<file path="config.mk">
export PLATFORM = sky130hd
export DESIGN_NAME = free_extent_allocator
export DESIGN_NICKNAME = d
export VERILOG_FILES = /design/src/sv/fea_pkg.sv /design/src/sv/fea_ram.sv /design/src/sv/fea_ctrl.sv /design/src/sv/fea_dpath.sv /design/src/sv/free_extent_allocator.sv
export SDC_FILE = /design/constraint.sdc
export NUM_CORES = 2
export LEC_CHECK = 0
export ABC_AREA = 1
export BUFFER_PORTS_ARGS = -buffer_cell sky130_fd_sc_hd__clkbuf_2
export CORE_UTILIZATION = 45
export DETAILED_ROUTE_END_ITERATION = 16
export PLACE_DENSITY_LB_ADDON = 0.15
export SLEW_MARGIN = 40
export SYNTH_ARGS = -nofsm -noshare
export SYNTH_HDL_FRONTEND = slang
export SYNTH_SLANG_ARGS = --single-unit
</file>
<file path="constraint.sdc">
create_clock -name aclk -period 15.5 [get_ports aclk]
set_input_delay 0.775 -clock aclk [delete_from_list [all_inputs] [get_ports aclk]]
set_output_delay 0.775 -clock aclk [all_outputs]
set_load 0.02 [all_outputs]
</file>
<file path="src/sv/fea_pkg.sv">
// ----------------------------------------------------------------------------
// fea_pkg: shared types and constants of the free extent allocator
// Holds the table geometry, the request and result words, the table entry,
// the controller states, the datapath commands and the datapath status.
// ----------------------------------------------------------------------------
package fea_pkg;

    localparam int TABLE_DEPTH = 16;
    localparam int IDX_W       = (TABLE_DEPTH > 1) ? $clog2(TABLE_DEPTH) : 1;
    localparam int CNT_W       = $clog2(TABLE_DEPTH + 1);

    localparam logic OP_ALLOC   = 1'b0;
    localparam logic OP_RELEASE = 1'b1;

    typedef logic [IDX_W-1:0] idx_t;
    typedef logic [CNT_W-1:0] cnt_t;

    typedef struct packed {
        logic        op;
        logic [31:0] extent_offset;
        logic [31:0] extent_size;
    } in_word_t;

    typedef struct packed {
        logic [31:0] placed_offset;
        logic        placed_at_end;
        logic        table_full;
    } out_word_t;

    typedef struct packed {
        logic [31:0] start;
        logic [31:0] length;
    } entry_t;

    typedef enum logic [3:0] {
        ST_IDLE,
        ST_DISPATCH,
        ST_SCAN,
        ST_DROP,
        ST_APPEND,
        ST_INSERT,
        ST_SORT_KEY,
        ST_SORT_LOAD,
        ST_SORT_SHIFT,
        ST_SORT_PLACE,
        ST_FINISH
    } state_t;

    typedef enum logic [3:0] {
        CMD_NOP,
        CMD_CAPTURE,
        CMD_SCAN_FIRST,
        CMD_SCAN_NEXT,
        CMD_HIT,
        CMD_DROP,
        CMD_APPEND,
        CMD_INSERT,
        CMD_FULL,
        CMD_KEY_RD,
        CMD_KEY_LOAD,
        CMD_SHIFT,
        CMD_PLACE,
        CMD_RESULT
    } cmd_t;

    typedef struct packed {
        logic req_alloc;   // captured request is an allocate
        logic size_zero;   // captured size is zero
        logic count_zero;  // table is empty
        logic count_full;  // table holds TABLE_DEPTH entries
        logic hit;         // entry on the read port satisfies the request
        logic drop;        // allocate hit leaves a zero-length entry
        logic has_next;    // an entry follows the current scan index
        logic key_ok;      // sort index still inside the table
        logic gt;          // entry on the read port is longer than the sort key
        logic pos_one;     // sort hole sits at index one
        logic out_free;    // result register can take a new word
    } dp_status_t;

endpackage

</file>
<file path="src/sv/fea_ram.sv">
// ----------------------------------------------------------------------------
// fea_ram: generic simple dual-port RAM
// One write port and one read port, read data registered.
// ----------------------------------------------------------------------------
module fea_ram #(
    parameter int WIDTH = 64,
    parameter int DEPTH = 16
) (
    input  logic                                      aclk,
    input  logic                                      wr_en,
    input  logic [((DEPTH > 1) ? $clog2(DEPTH) : 1)-1:0] wr_addr,
    input  logic [WIDTH-1:0]                          wr_data,
    input  logic                                      rd_en,
    input  logic [((DEPTH > 1) ? $clog2(DEPTH) : 1)-1:0] rd_addr,
    output logic [WIDTH-1:0]                          rd_data
);

    logic [WIDTH-1:0] mem_reg [DEPTH];
    logic [WIDTH-1:0] rd_data_reg;

    always_ff @(posedge aclk) begin
        if (wr_en) begin
            mem_reg[wr_addr] <= wr_data;
        end
        if (rd_en) begin
            rd_data_reg <= mem_reg[rd_addr];
        end
    end

    assign rd_data = rd_data_reg;

endmodule

</file>
<file path="src/sv/fea_ctrl.sv">
// ----------------------------------------------------------------------------
// fea_ctrl: sequencer of the free extent allocator
// Walks each request through scan, drop, append, insert and sort steps and
// issues one datapath command per cycle.
// ----------------------------------------------------------------------------
module fea_ctrl import fea_pkg::*; (
    input  logic       aclk,
    input  logic       aresetn,
    input  logic       s_valid,
    output logic       s_ready,
    input  dp_status_t status,
    output cmd_t       cmd
);

    state_t state_reg;
    state_t state_next;

    always_ff @(posedge aclk) begin
        if (!aresetn) begin
            state_reg <= ST_IDLE;
        end else begin
            state_reg <= state_next;
        end
    end

    always_comb begin
        state_next = state_reg;
        cmd        = CMD_NOP;
        s_ready    = 1'b0;
        case (state_reg)
            ST_IDLE: begin
                s_ready = 1'b1;
                if (s_valid) begin
                    cmd        = CMD_CAPTURE;
                    state_next = ST_DISPATCH;
                end
            end
            ST_DISPATCH: begin
                if (status.req_alloc) begin
                    if (status.count_zero) begin
                        state_next = ST_APPEND;
                    end else begin
                        cmd        = CMD_SCAN_FIRST;
                        state_next = ST_SCAN;
                    end
                end else if (status.size_zero) begin
                    state_next = ST_FINISH;
                end else if (status.count_zero) begin
                    state_next = ST_INSERT;
                end else begin
                    cmd        = CMD_SCAN_FIRST;
                    state_next = ST_SCAN;
                end
            end
            ST_SCAN: begin
                if (status.hit) begin
                    cmd = CMD_HIT;
                    if (!status.req_alloc) begin
                        state_next = ST_SORT_KEY;
                    end else if (status.drop && status.has_next) begin
                        state_next = ST_DROP;
                    end else begin
                        state_next = ST_FINISH;
                    end
                end else if (status.has_next) begin
                    cmd = CMD_SCAN_NEXT;
                end else if (status.req_alloc) begin
                    state_next = ST_APPEND;
                end else if (status.count_full) begin
                    cmd        = CMD_FULL;
                    state_next = ST_FINISH;
                end else begin
                    state_next = ST_INSERT;
                end
            end
            ST_DROP: begin
                cmd = CMD_DROP;
                if (!status.has_next) begin
                    state_next = ST_FINISH;
                end
            end
            ST_APPEND: begin
                cmd        = CMD_APPEND;
                state_next = ST_FINISH;
            end
            ST_INSERT: begin
                cmd        = CMD_INSERT;
                state_next = ST_SORT_KEY;
            end
            ST_SORT_KEY: begin
                if (status.key_ok) begin
                    cmd        = CMD_KEY_RD;
                    state_next = ST_SORT_LOAD;
                end else begin
                    state_next = ST_FINISH;
                end
            end
            ST_SORT_LOAD: begin
                cmd        = CMD_KEY_LOAD;
                state_next = ST_SORT_SHIFT;
            end
            ST_SORT_SHIFT: begin
                if (status.gt) begin
                    cmd = CMD_SHIFT;
                    if (status.pos_one) begin
                        state_next = ST_SORT_PLACE;
                    end
                end else begin
                    cmd        = CMD_PLACE;
                    state_next = ST_SORT_KEY;
                end
            end
            ST_SORT_PLACE: begin
                cmd        = CMD_PLACE;
                state_next = ST_SORT_KEY;
            end
            ST_FINISH: begin
                if (status.out_free) begin
                    cmd        = CMD_RESULT;
                    state_next = ST_IDLE;
                end
            end
            default: begin
                state_next = ST_IDLE;
            end
        endcase
    end

endmodule

</file>
<file path="src/sv/fea_dpath.sv">
// ----------------------------------------------------------------------------
// fea_dpath: datapath of the free extent allocator
// Holds the extent table RAM, fill count, append pointer, scan and sort
// indexes, the captured request and the result register.
// ----------------------------------------------------------------------------
module fea_dpath import fea_pkg::*; (
    input  logic       aclk,
    input  logic       aresetn,
    input  cmd_t       cmd,
    input  in_word_t   s_word,
    output dp_status_t status,
    output logic       m_valid,
    input  logic       m_ready,
    output out_word_t  m_word
);

    in_word_t    req_reg,        req_next;
    logic [31:0] end_reg,        end_next;
    cnt_t        count_reg,      count_next;
    logic [31:0] append_reg,     append_next;
    cnt_t        idx_reg,        idx_next;
    idx_t        pos_reg,        pos_next;
    entry_t      key_reg,        key_next;
    logic [31:0] res_offset_reg, res_offset_next;
    logic        res_at_end_reg, res_at_end_next;
    logic        res_full_reg,   res_full_next;
    logic        m_valid_reg,    m_valid_next;
    out_word_t   m_word_reg,     m_word_next;

    logic   wr_en;
    idx_t   wr_addr;
    entry_t wr_data;
    logic   rd_en;
    idx_t   rd_addr;
    logic [$bits(entry_t)-1:0] rd_raw;
    entry_t rd_entry;

    cnt_t idx_inc;
    cnt_t idx_inc2;
    cnt_t idx_dec;
    logic hit_alloc;
    logic hit_release;
    logic start_touch;

    fea_ram #(
        .WIDTH ($bits(entry_t)),
        .DEPTH (TABLE_DEPTH)
    ) u_table (
        .aclk    (aclk),
        .wr_en   (wr_en),
        .wr_addr (wr_addr),
        .wr_data (wr_data),
        .rd_en   (rd_en),
        .rd_addr (rd_addr),
        .rd_data (rd_raw)
    );

    assign rd_entry = entry_t'(rd_raw);
    assign idx_inc  = idx_reg + cnt_t'(1);
    assign idx_inc2 = idx_reg + cnt_t'(2);
    assign idx_dec  = idx_reg - cnt_t'(1);

    assign hit_alloc   = rd_entry.length >= req_reg.extent_size;
    assign start_touch = end_reg == rd_entry.start;
    assign hit_release = ((rd_entry.start + rd_entry.length) == req_reg.extent_offset)
                         || start_touch;

    always_comb begin
        status.req_alloc  = req_reg.op == OP_ALLOC;
        status.size_zero  = req_reg.extent_size == 32'd0;
        status.count_zero = count_reg == cnt_t'(0);
        status.count_full = count_reg == cnt_t'(TABLE_DEPTH);
        status.hit        = (req_reg.op == OP_ALLOC) ? hit_alloc : hit_release;
        status.drop       = (req_reg.op == OP_ALLOC)
                            && (rd_entry.length == req_reg.extent_size);
        status.has_next   = idx_inc < count_reg;
        status.key_ok     = idx_reg < count_reg;
        status.gt         = rd_entry.length > key_reg.length;
        status.pos_one    = pos_reg == idx_t'(1);
        status.out_free   = !m_valid_reg || m_ready;
    end

    always_comb begin
        req_next        = req_reg;
        end_next        = end_reg;
        count_next      = count_reg;
        append_next     = append_reg;
        idx_next        = idx_reg;
        pos_next        = pos_reg;
        key_next        = key_reg;
        res_offset_next = res_offset_reg;
        res_at_end_next = res_at_end_reg;
        res_full_next   = res_full_reg;
        m_word_next     = m_word_reg;
        m_valid_next    = m_valid_reg && !m_ready;
        wr_en           = 1'b0;
        wr_addr         = idx_reg[IDX_W-1:0];
        wr_data         = rd_entry;
        rd_en           = 1'b0;
        rd_addr         = idx_reg[IDX_W-1:0];

        case (cmd)
            CMD_CAPTURE: begin
                req_next        = s_word;
                end_next        = s_word.extent_offset + s_word.extent_size;
                idx_next        = cnt_t'(0);
                res_offset_next = 32'd0;
                res_at_end_next = 1'b0;
                res_full_next   = 1'b0;
            end
            CMD_SCAN_FIRST: begin
                rd_en   = 1'b1;
                rd_addr = idx_t'(0);
            end
            CMD_SCAN_NEXT: begin
                rd_en    = 1'b1;
                rd_addr  = idx_inc[IDX_W-1:0];
                idx_next = idx_inc;
            end
            CMD_HIT: begin
                if (req_reg.op == OP_ALLOC) begin
                    res_offset_next = rd_entry.start;
                    if (status.drop) begin
                        // drop the emptied entry; pull the next one toward it
                        count_next = count_reg - cnt_t'(1);
                        rd_en      = 1'b1;
                        rd_addr    = idx_inc[IDX_W-1:0];
                    end else begin
                        wr_en          = 1'b1;
                        wr_data.start  = rd_entry.start + req_reg.extent_size;
                        wr_data.length = rd_entry.length - req_reg.extent_size;
                    end
                end else begin
                    wr_en          = 1'b1;
                    wr_data.start  = start_touch ? req_reg.extent_offset : rd_entry.start;
                    wr_data.length = rd_entry.length + req_reg.extent_size;
                    idx_next       = cnt_t'(1);
                end
            end
            CMD_DROP: begin
                wr_en    = 1'b1;
                rd_en    = 1'b1;
                rd_addr  = idx_inc2[IDX_W-1:0];
                idx_next = idx_inc;
            end
            CMD_APPEND: begin
                res_offset_next = append_reg;
                res_at_end_next = 1'b1;
                append_next     = append_reg + req_reg.extent_size;
            end
            CMD_INSERT: begin
                wr_en          = 1'b1;
                wr_addr        = count_reg[IDX_W-1:0];
                wr_data.start  = req_reg.extent_offset;
                wr_data.length = req_reg.extent_size;
                count_next     = count_reg + cnt_t'(1);
                idx_next       = cnt_t'(1);
            end
            CMD_FULL: begin
                res_full_next = 1'b1;
            end
            CMD_KEY_RD: begin
                rd_en = 1'b1;
            end
            CMD_KEY_LOAD: begin
                key_next = rd_entry;
                pos_next = idx_reg[IDX_W-1:0];
                rd_en    = 1'b1;
                rd_addr  = idx_dec[IDX_W-1:0];
            end
            CMD_SHIFT: begin
                // move the longer entry up into the hole
                wr_en    = 1'b1;
                wr_addr  = pos_reg;
                pos_next = pos_reg - idx_t'(1);
                rd_en    = 1'b1;
                rd_addr  = pos_reg - idx_t'(2);
            end
            CMD_PLACE: begin
                wr_en    = 1'b1;
                wr_addr  = pos_reg;
                wr_data  = key_reg;
                idx_next = idx_inc;
            end
            CMD_RESULT: begin
                m_valid_next              = 1'b1;
                m_word_next.placed_offset = res_offset_reg;
                m_word_next.placed_at_end = res_at_end_reg;
                m_word_next.table_full    = res_full_reg;
            end
            default: begin
            end
        endcase
    end

    always_ff @(posedge aclk) begin
        if (!aresetn) begin
            count_reg   <= cnt_t'(0);
            append_reg  <= 32'd0;
            idx_reg     <= cnt_t'(0);
            m_valid_reg <= 1'b0;
        end else begin
            count_reg   <= count_next;
            append_reg  <= append_next;
            idx_reg     <= idx_next;
            m_valid_reg <= m_valid_next;
        end
    end

    always_ff @(posedge aclk) begin
        req_reg        <= req_next;
        end_reg        <= end_next;
        pos_reg        <= pos_next;
        key_reg        <= key_next;
        res_offset_reg <= res_offset_next;
        res_at_end_reg <= res_at_end_next;
        res_full_reg   <= res_full_next;
        m_word_reg     <= m_word_next;
    end

    assign m_valid = m_valid_reg;
    assign m_word  = m_word_reg;

    // every table write lands inside the live part of the table
    a_write_in_table: assert property (@(posedge aclk) disable iff (!aresetn)
        wr_en |-> (cnt_t'(wr_addr) < count_next))
        else $error("table write beyond fill count");

    // the fill count moves by at most one per cycle
    a_count_step: assert property (@(posedge aclk) disable iff (!aresetn)
        $past(aresetn) |-> (count_reg == $past(count_reg)
                            || count_reg == $past(count_reg) + cnt_t'(1)
                            || count_reg + cnt_t'(1) == $past(count_reg)))
        else $error("fill count jumped");

    // the append pointer moves only on an append step or reset
    a_append_move: assert property (@(posedge aclk) disable iff (!aresetn)
        (append_reg != $past(append_reg))
            |-> ($past(cmd == CMD_APPEND) || !$past(aresetn)))
        else $error("append pointer moved outside an append");

    // a full flag goes out only while the table is full
    a_full_flag: assert property (@(posedge aclk) disable iff (!aresetn)
        (cmd == CMD_RESULT && res_full_reg) |-> (count_reg == cnt_t'(TABLE_DEPTH)))
        else $error("table full flagged with room left");

endmodule

</file>
<file path="src/sv/free_extent_allocator.sv">
// ----------------------------------------------------------------------------
// free_extent_allocator: first-fit free extent table with append pointer
// Allocates and releases extents of a storage space, one request at a time.
// ----------------------------------------------------------------------------
// Each request word is handled to completion before the next is taken, and
// every request yields exactly one result word. Timing is set by the single
// read port of the extent table RAM, one entry per cycle. An allocate scans
// the entries up to the fitting one, then pulls the following entries down
// when the fitting extent is used up, or appends at the pointer when nothing
// fits. A release of nonzero size scans the same way, inserts a new entry
// when nothing merges, then runs a stable insertion sort over the n live
// entries; with the table full and nothing to merge it flags the table full
// and skips the sort. An allocate does not re-sort the entry it shrinks, so
// the table need not stay sorted between requests and the sort may move any
// entry. A release of size zero returns all-zero fields. The result register
// lets a new request start while the previous result waits; the table itself
// needs no clearing after reset, since only the first fill-count entries are
// read.
// ----------------------------------------------------------------------------
module free_extent_allocator import fea_pkg::*; (
    input  logic      aclk,
    input  logic      aresetn,
    input  logic      s_valid,
    output logic      s_ready,
    input  in_word_t  s_word,
    output logic      m_valid,
    input  logic      m_ready,
    output out_word_t m_word
);

    // command and status link between sequencer and datapath
    cmd_t       cmd;
    dp_status_t status;

    // sequencer: decide each step from the datapath status
    fea_ctrl u_ctrl (
        .aclk    (aclk),
        .aresetn (aresetn),
        .s_valid (s_valid),
        .s_ready (s_ready),
        .status  (status),
        .cmd     (cmd)
    );

    // datapath: hold the table, counters and result register
    fea_dpath u_dpath (
        .aclk    (aclk),
        .aresetn (aresetn),
        .cmd     (cmd),
        .s_word  (s_word),
        .status  (status),
        .m_valid (m_valid),
        .m_ready (m_ready),
        .m_word  (m_word)
    );

endmodule

</file>
==> Yosys cells after proc, flatten, opt, wreduce, memory -nomap -nowiden <==
Memory sizes are Yosys's and may differ from the RTL's. A register that Yosys moved wholly into a read port is not among the register bits.
Cells that the tools add are included.
{ "classes": {"n_eq_ne": 36, "shifts": 0, "addsub": 13, "div": 0, "order_cmp": 4, "mul": 0, "n_mux": 58, "reduce_logical": 25, "bitwise_logic": 1} }
{ "ops": {"columns": ["operator", "n"], "rows": [
  ["one-hot mux 64 bit (3 select lines)", 1],
  ["adder 32 bit", 5],
  ["two-way mux 64 bit", 2],
  ["== test 32 bit", 3],
  ["two-way mux 4 bit", 24],
  ["one-hot mux 32 bit (3 select lines)", 1],
  ["two-way mux 32 bit", 2],
  ["one-hot mux 4 bit (11 select lines)", 1],
  ["one-hot mux 4 bit (10 select lines)", 1],
  ["== test 4 bit (second input constant)", 9],
  ["== test 4 x 3 -> 1 bit (second input constant)", 8],
  [">= comparator 32 bit", 1],
  ["> comparator 32 bit", 1],
  ["logical NOT 32 bit", 1],
  ["subtractor 32 bit", 1],
  ["one-hot mux 4 bit (6 select lines)", 1],
  ["one-hot mux 5 bit (4 select lines)", 1],
  ["== test 4 x 2 -> 1 bit (second input constant)", 4],
  ["one-hot mux 4 bit (2 select lines)", 2],
  ["two-way mux 5 bit", 3],
  ["== test 4 x 1 -> 1 bit (second input constant)", 3],
  ["adder 5 x 1 -> 5 bit (second input constant)", 2],
  ["less-than comparator 5 bit", 2],
  ["two-way mux 1 bit", 10],
  ["28 further kinds", 48]
]} }
{ "totals": {"latch_bits": 0, "n_memories": 1, "regBits": 280, "mem_bits_ro": 0, "in_bits": 69, "mem_bits_rw": 1024, "word_cells": 156, "out_inout_bits": 36} }
{ "mem_list": {"columns": ["name", "depth", "word_bits", "rd", "rd_clocked_by_memory_dff", "wr", "line", "text"], "rows": [
  ["u_dpath.u_table.mem_reg", 16, 64, 1, 1, 1, "fea_ram.sv:18", "logic [WIDTH-1:0] mem_reg [DEPTH];"]
]} }

==> Depth between registers and ports, before layout <==
{ "depth": {"word_depth": 11, "ltp_mapped": 34} }

==> By module <==
From an unflattened synthesis, not the netlist that was laid out.
{ "unflattened": {"cells_unflattened": 7972, "area_unflattened_um2": 72479.5} }
{ "by_module_without_submodules": {"columns": ["module", "instances", "seq_area_each_um2", "area_each_um2", "cells_per_inst"], "rows": [
  ["fea_ram", 1, 32671.3, 45926.5, 4210],
  ["fea_dpath", 1, 7857.5, 25934.9, 3641],
  ["fea_ctrl", 1, 80.1, 618.1, 121]
]} }

==> Worst setup path before layout <==
Ideal clock, no wire load.
{ "synth_timing": {"path_type": "flip-flop to flip-flop", "from": "register u_dpath.u_table.rd_data_reg[1], in the netlist u_dpath.u_table.rd_data[1] (read register of u_dpath.u_table.mem_reg)", "to": "memory u_dpath.u_table.mem_reg[0][0] (enable)", "period_less_slack_ns": 7.815, "stages_incl_launch_ff": 26, "required_time_ns": 14.935, "t_arrival_ns": 7.250, "slack_ns": 7.685, "setup_time_ns": 0.565, "path_buffers": 0, "cell_sequence": "edfxtp_1 > inv_1 > fa_1 > inv_1 > nand3_1 > nand2_2 > nand2_1 > nand2_1 > nand2_1 > nand2_1 > nand2_1 > nand2_1 > nand2_1 > nand3_1 > nand2_1 > nor2_1 > nand2_1 > nor2_1 > nand3_1 > nand2_1 > nand2_4 > a21oi_4 > nand2_1 > nand2_1 > inv_1 > nor3_1"} }
{ "synth_via": {"elab_chain_cells": 11} }
{ "synth_rtl": {"columns": ["element", "line", "text"], "rows": [
  ["from (decl)", "fea_ram.sv:19", "logic [WIDTH-1:0] rd_data_reg;"],
  ["adder 32 bit", "fea_dpath.sv:65", "assign hit_release = ((rd_entry.start + rd_entry.length) == req_reg.extent_offset)"],
  ["== test 32 bit", "fea_dpath.sv:65", null],
  ["logical OR 1 bit", "fea_dpath.sv:66", "|| start_touch;"],
  ["two-way mux 1 bit", "fea_dpath.sv:73", "status.hit = (req_reg.op == OP_ALLOC) ? hit_alloc : hit_release;"],
  ["two-way mux 4 bit", "fea_ctrl.sv:56", "if (status.hit) begin"],
  ["one-hot mux 4 bit (11 select lines)", "fea_ctrl.sv:30", "case (state_reg)"],
  ["== test 4 x 3 -> 1 bit / == test 4 bit (equally long branches)", "fea_dpath.sv:102", "case (cmd)"],
  ["OR reduction 4 bit (no source line)", null, null],
  ["one-hot mux 1 bit (2 select lines)", "fea_dpath.sv:102", null],
  ["two-way mux 1 bit", "fea_ram.sv:22", "if (wr_en) begin"],
  ["two-way mux 1 bit (implied by the code)", "fea_ram.sv:23", "mem_reg[wr_addr] <= wr_data;"],
  ["to (decl)", "fea_ram.sv:18", null]
]} }
Parallel ways exist; a longest one is shown, timed or not.

==> Worst setup path in the final report <==
{ "layout_timing": {"from": "register u_dpath.u_table.rd_data_reg[56], in the netlist u_dpath.u_table.rd_data[56] (read register of u_dpath.u_table.mem_reg)", "to": "register u_dpath.u_table.rd_data_reg[49], in the netlist u_dpath.u_table.rd_data[49] (read register of u_dpath.u_table.mem_reg), data pin"} }
{ "layout_via": {"elab_chain_cells": 9} }
{ "layout_rtl": {"columns": ["element", "line"], "rows": [
  ["adder 32 bit", "fea_dpath.sv:65"],
  ["== test 32 bit", "fea_dpath.sv:65"],
  ["logical OR 1 bit *", "fea_dpath.sv:66"],
  ["two-way mux 1 bit *", "fea_dpath.sv:73"],
  ["two-way mux 4 bit *", "fea_ctrl.sv:56"],
  ["one-hot mux 4 bit (11 select lines) *", "fea_ctrl.sv:30"],
  ["== test 4 bit, or another cell as far along", "fea_dpath.sv:102"],
  ["OR reduction 6 bit (no source line)", null],
  ["one-hot mux 1 bit (2 select lines)", "fea_dpath.sv:102"]
]} }
Every way passes the cells marked *; elsewhere a longest branch is shown, timed or not.
A chain may end at the register's enable or synchronous reset.

==> out/results.txt <==
worst setup path startpoint: u_dpath.u_table.rd_data[56]
final core utilization: 0.504
share of power burned in registers: 0.327
nets: 7658
worst slack, placed: 7.66 ns
CP Max Fanout: 102
worst r2r src: u_dpath.u_table.rd_data[56]
Port Buffers: 104
CTS Sinks: 1368
Initial Utilization: 0.453
via count: 54658
share of layout cells above drive strength 1: 0.0760
Slew @ Worst Pin: 0.924 ns
DRC viols: 0
Critical Path Sink: u_dpath.u_table.rd_data[49]
CTS buffer count: 151
Setup Skew: 0.0308 ns
drt pass-1 iters: 6
Synth Net Count: 7605
CTS Root Cell: clkbuf_16
initial drt markers: 6159
CP endpoint kind: register
Worst path max stage delay: 0.80 ns
H-tree depth: 4
core area: 154000 µm²
die area: 157000 µm²
Hold WS: 0.176 ns
Resize count post-CTS: 0
type of origin of the critical path: register
Routed WL per cell: 24.9 µm
Peak VDD IR: 128 µV
Final Hold Vio Count: 0
TritonCTS clock tree: done
Async S/R FF share, synth: 0
Worst path depth: 24
Tot Pwr: 17.9 mW
Int Power: 9.68 mW
CTS hold repair buffers: 0
Post-Syn Area: 69900 µm²
Max Clk Rate: 123 MHz
Final period util: 0.524
clk buf depth: 3
cell mode on critical path: nand3_1
RSZ-0062 raised after global routing: no
final setup vio count: 0
Routability Congestion: 0.991
Final Cell Area: 77700 µm²
internal reg-to-reg setup slack: 7.39 ns
Max Slew Vio Count: 0
fin crit period: 8.11 ns
max reg flops: 1024
crit-path cells: ha_1 > nand2_1 > nor4_1 > nand3_1 > nand3_1 > nand2_1 > nor2_1 > nand2_1 > nor2_1 > nand3_1 > nand2_1 > nand2_4 > a21oi_4 > a21oi_2 > nand2_8 > buf_6 > buf_4 > buf_4 > buf_6 > nand3_1 > nand3_1 > nand3_1 > nand3_1 > nand2_1
vias in the first global route: 50976
placed wire-length estimate: 147 mm
largest net degree at the start of global routing: 176
Worst slew margin: 0.384
DIE HEIGHT: 396 µm
status: completed
PD cells: 230 nW/µm²
sequential fraction of the synthesis area: 0.581
largest cells by area after synthesis: edfxtp_1 57%, nand2_1 12%, nand3_1 8.2%
Clk pwr share: 0.194
Worst R2R End: u_dpath.u_table.rd_data[49]
Avg Inst Size Synth: 9.59 µm²
Reg2Reg Depth: 24
Worst path slowest cell: buf_4
setup bufs post-CTS: 0
Area growth, synth to finish: 11.2%
gr usage total: 0.297
Logic pwr share: 0.479
area leader, netlist: edfxtp_1
worst hold path type: input pin to register
Buf/Inv on CP: 4
max-cap check violation count: 0
Post-synth EDFFs: 1321
Synth top area share: 0.568
most numerous cell in the Yosys netlist: nand2_1
FP Rows: 144
Via density: 5.75
Yosys cell types: 69
cells after synthesis: 7287
final worst slack: 7.39 ns
TNS Setup: 0 ns
top_reg_cell synth: edfxtp_1
Commonest cells post-synth: 2192 x nand2_1, 1321 x edfxtp_1, 1141 x nand3_1
CP Class: register to register
initial antenna violation count: 8
final WL: 237 mm
first-pass GRT wire length: 344 mm
post-route non-filler standard cell count: 9511
register bit count reported by yosys: 1368
Req. time, crit path: 16.03 ns
Ports: 105
Clock Latency Late Sink: 0.80 ns
Yosys warning total: 0
Clock transition at path regs: 0.06 ns
Final ANT Viol Nets: 0
P_leak: 31.9 nW
Die Span X: 396 µm
Top Family by Delay on Critical Path: simple AND/OR/NAND/NOR gates
global route overflow: 0
Psw: 8.21 mW
placed cells: 9227
critical path arrival: 8.65 ns
placed instance area: 72800 µm²
sw frac: 0.459
worst min-delay path by stage:
stage                                     startpoint             endpoint  slack [ns]  depth (start not counted)
after global placement    u_dpath.res_offset_reg[10]   u_dpath.m_word[12]        0.40                          0
after global routing                      s_word[16]  u_dpath.req_reg[16]        0.15                          1
after CTS                                 s_word[15]  u_dpath.req_reg[15]        0.13                          1
after floorplan                 u_dpath.res_full_reg    u_dpath.m_word[0]        0.40                          0
after detailed placement  u_dpath.res_offset_reg[26]   u_dpath.m_word[28]        0.40                          0
final                                     s_word[25]  u_dpath.req_reg[25]        0.18                          1
power groups by stage:
stage / logic (mW) / clock network, mW / registers [mW]
after global placement: 8.30 / 0 / 5.90
after detailed placement: 8.39 / 0 / 5.90
after CTS: 8.43 / 3.52 / 5.84
final: 8.57 / 3.46 / 5.86
after floorplan: 5.45 / 0 / 5.71
after global routing: 9.33 / 3.65 / 5.87
cell type report:
class	count	area (µm²)
fill	14081	76300
tap	2044	2560
clock inverter	85	759
multi-input combinational	4917	25400
inverter	639	2410
antenna	2	5.00
timing repair buffer	263	1980
clock buffer	193	3980
sequential	1368	40600
placed cells by master (no fill, tap or decap), types with 13 or more instances in the layout:
cell type,instances
clkbuf_2,104
a22oi_1,51
o2111ai_1,15
nand2_1,2190
nand3_1,1138
o21ai_0,227
nor4_1,17
a31oi_1,18
nand4_1,37
inv_1,626
dfxtp_1,47
edfxtp_1,1321
buf_4,119
a21oi_1,323
clkinv_2,28
a211oi_1,17
clkbuf_1,39
nor2_1,218
ha_1,242
nor2_4,14
xor2_1,86
o21a_1,13
buf_6,25
clkbuf_16,152
o22ai_1,28
nor3_1,20
o211ai_1,39
o21bai_1,18
or2_2,17
clkinv_1,33
xnor2_1,63
o221ai_1,14
metal layers:
| layer | track usage | part of all wire |
|---|---|---|
| met5 | 0 | 0.00020 |
| met1 | 0.421 | 0.43 |
| met4 | 0.117 | 0.040 |
| met3 | 0.0471 | 0.081 |
| met2 | 0.457 | 0.45 |
cells by family (layout without fill, tap and decap cells):
family,Yosys count,after routing,share of synthesized area
and+or+nand+nor,3695,3695,0.225
DFF,1368,1368,0.581
buffers and inverters,1002,1180,0.0602
AOI/OAI and AO/OA,822,822,0.0690
adders and majority gates,249,249,0.0454
xor gates and xnor gates,151,151,0.0193
other,0,2,0
(Power assumes the default switching activity.)
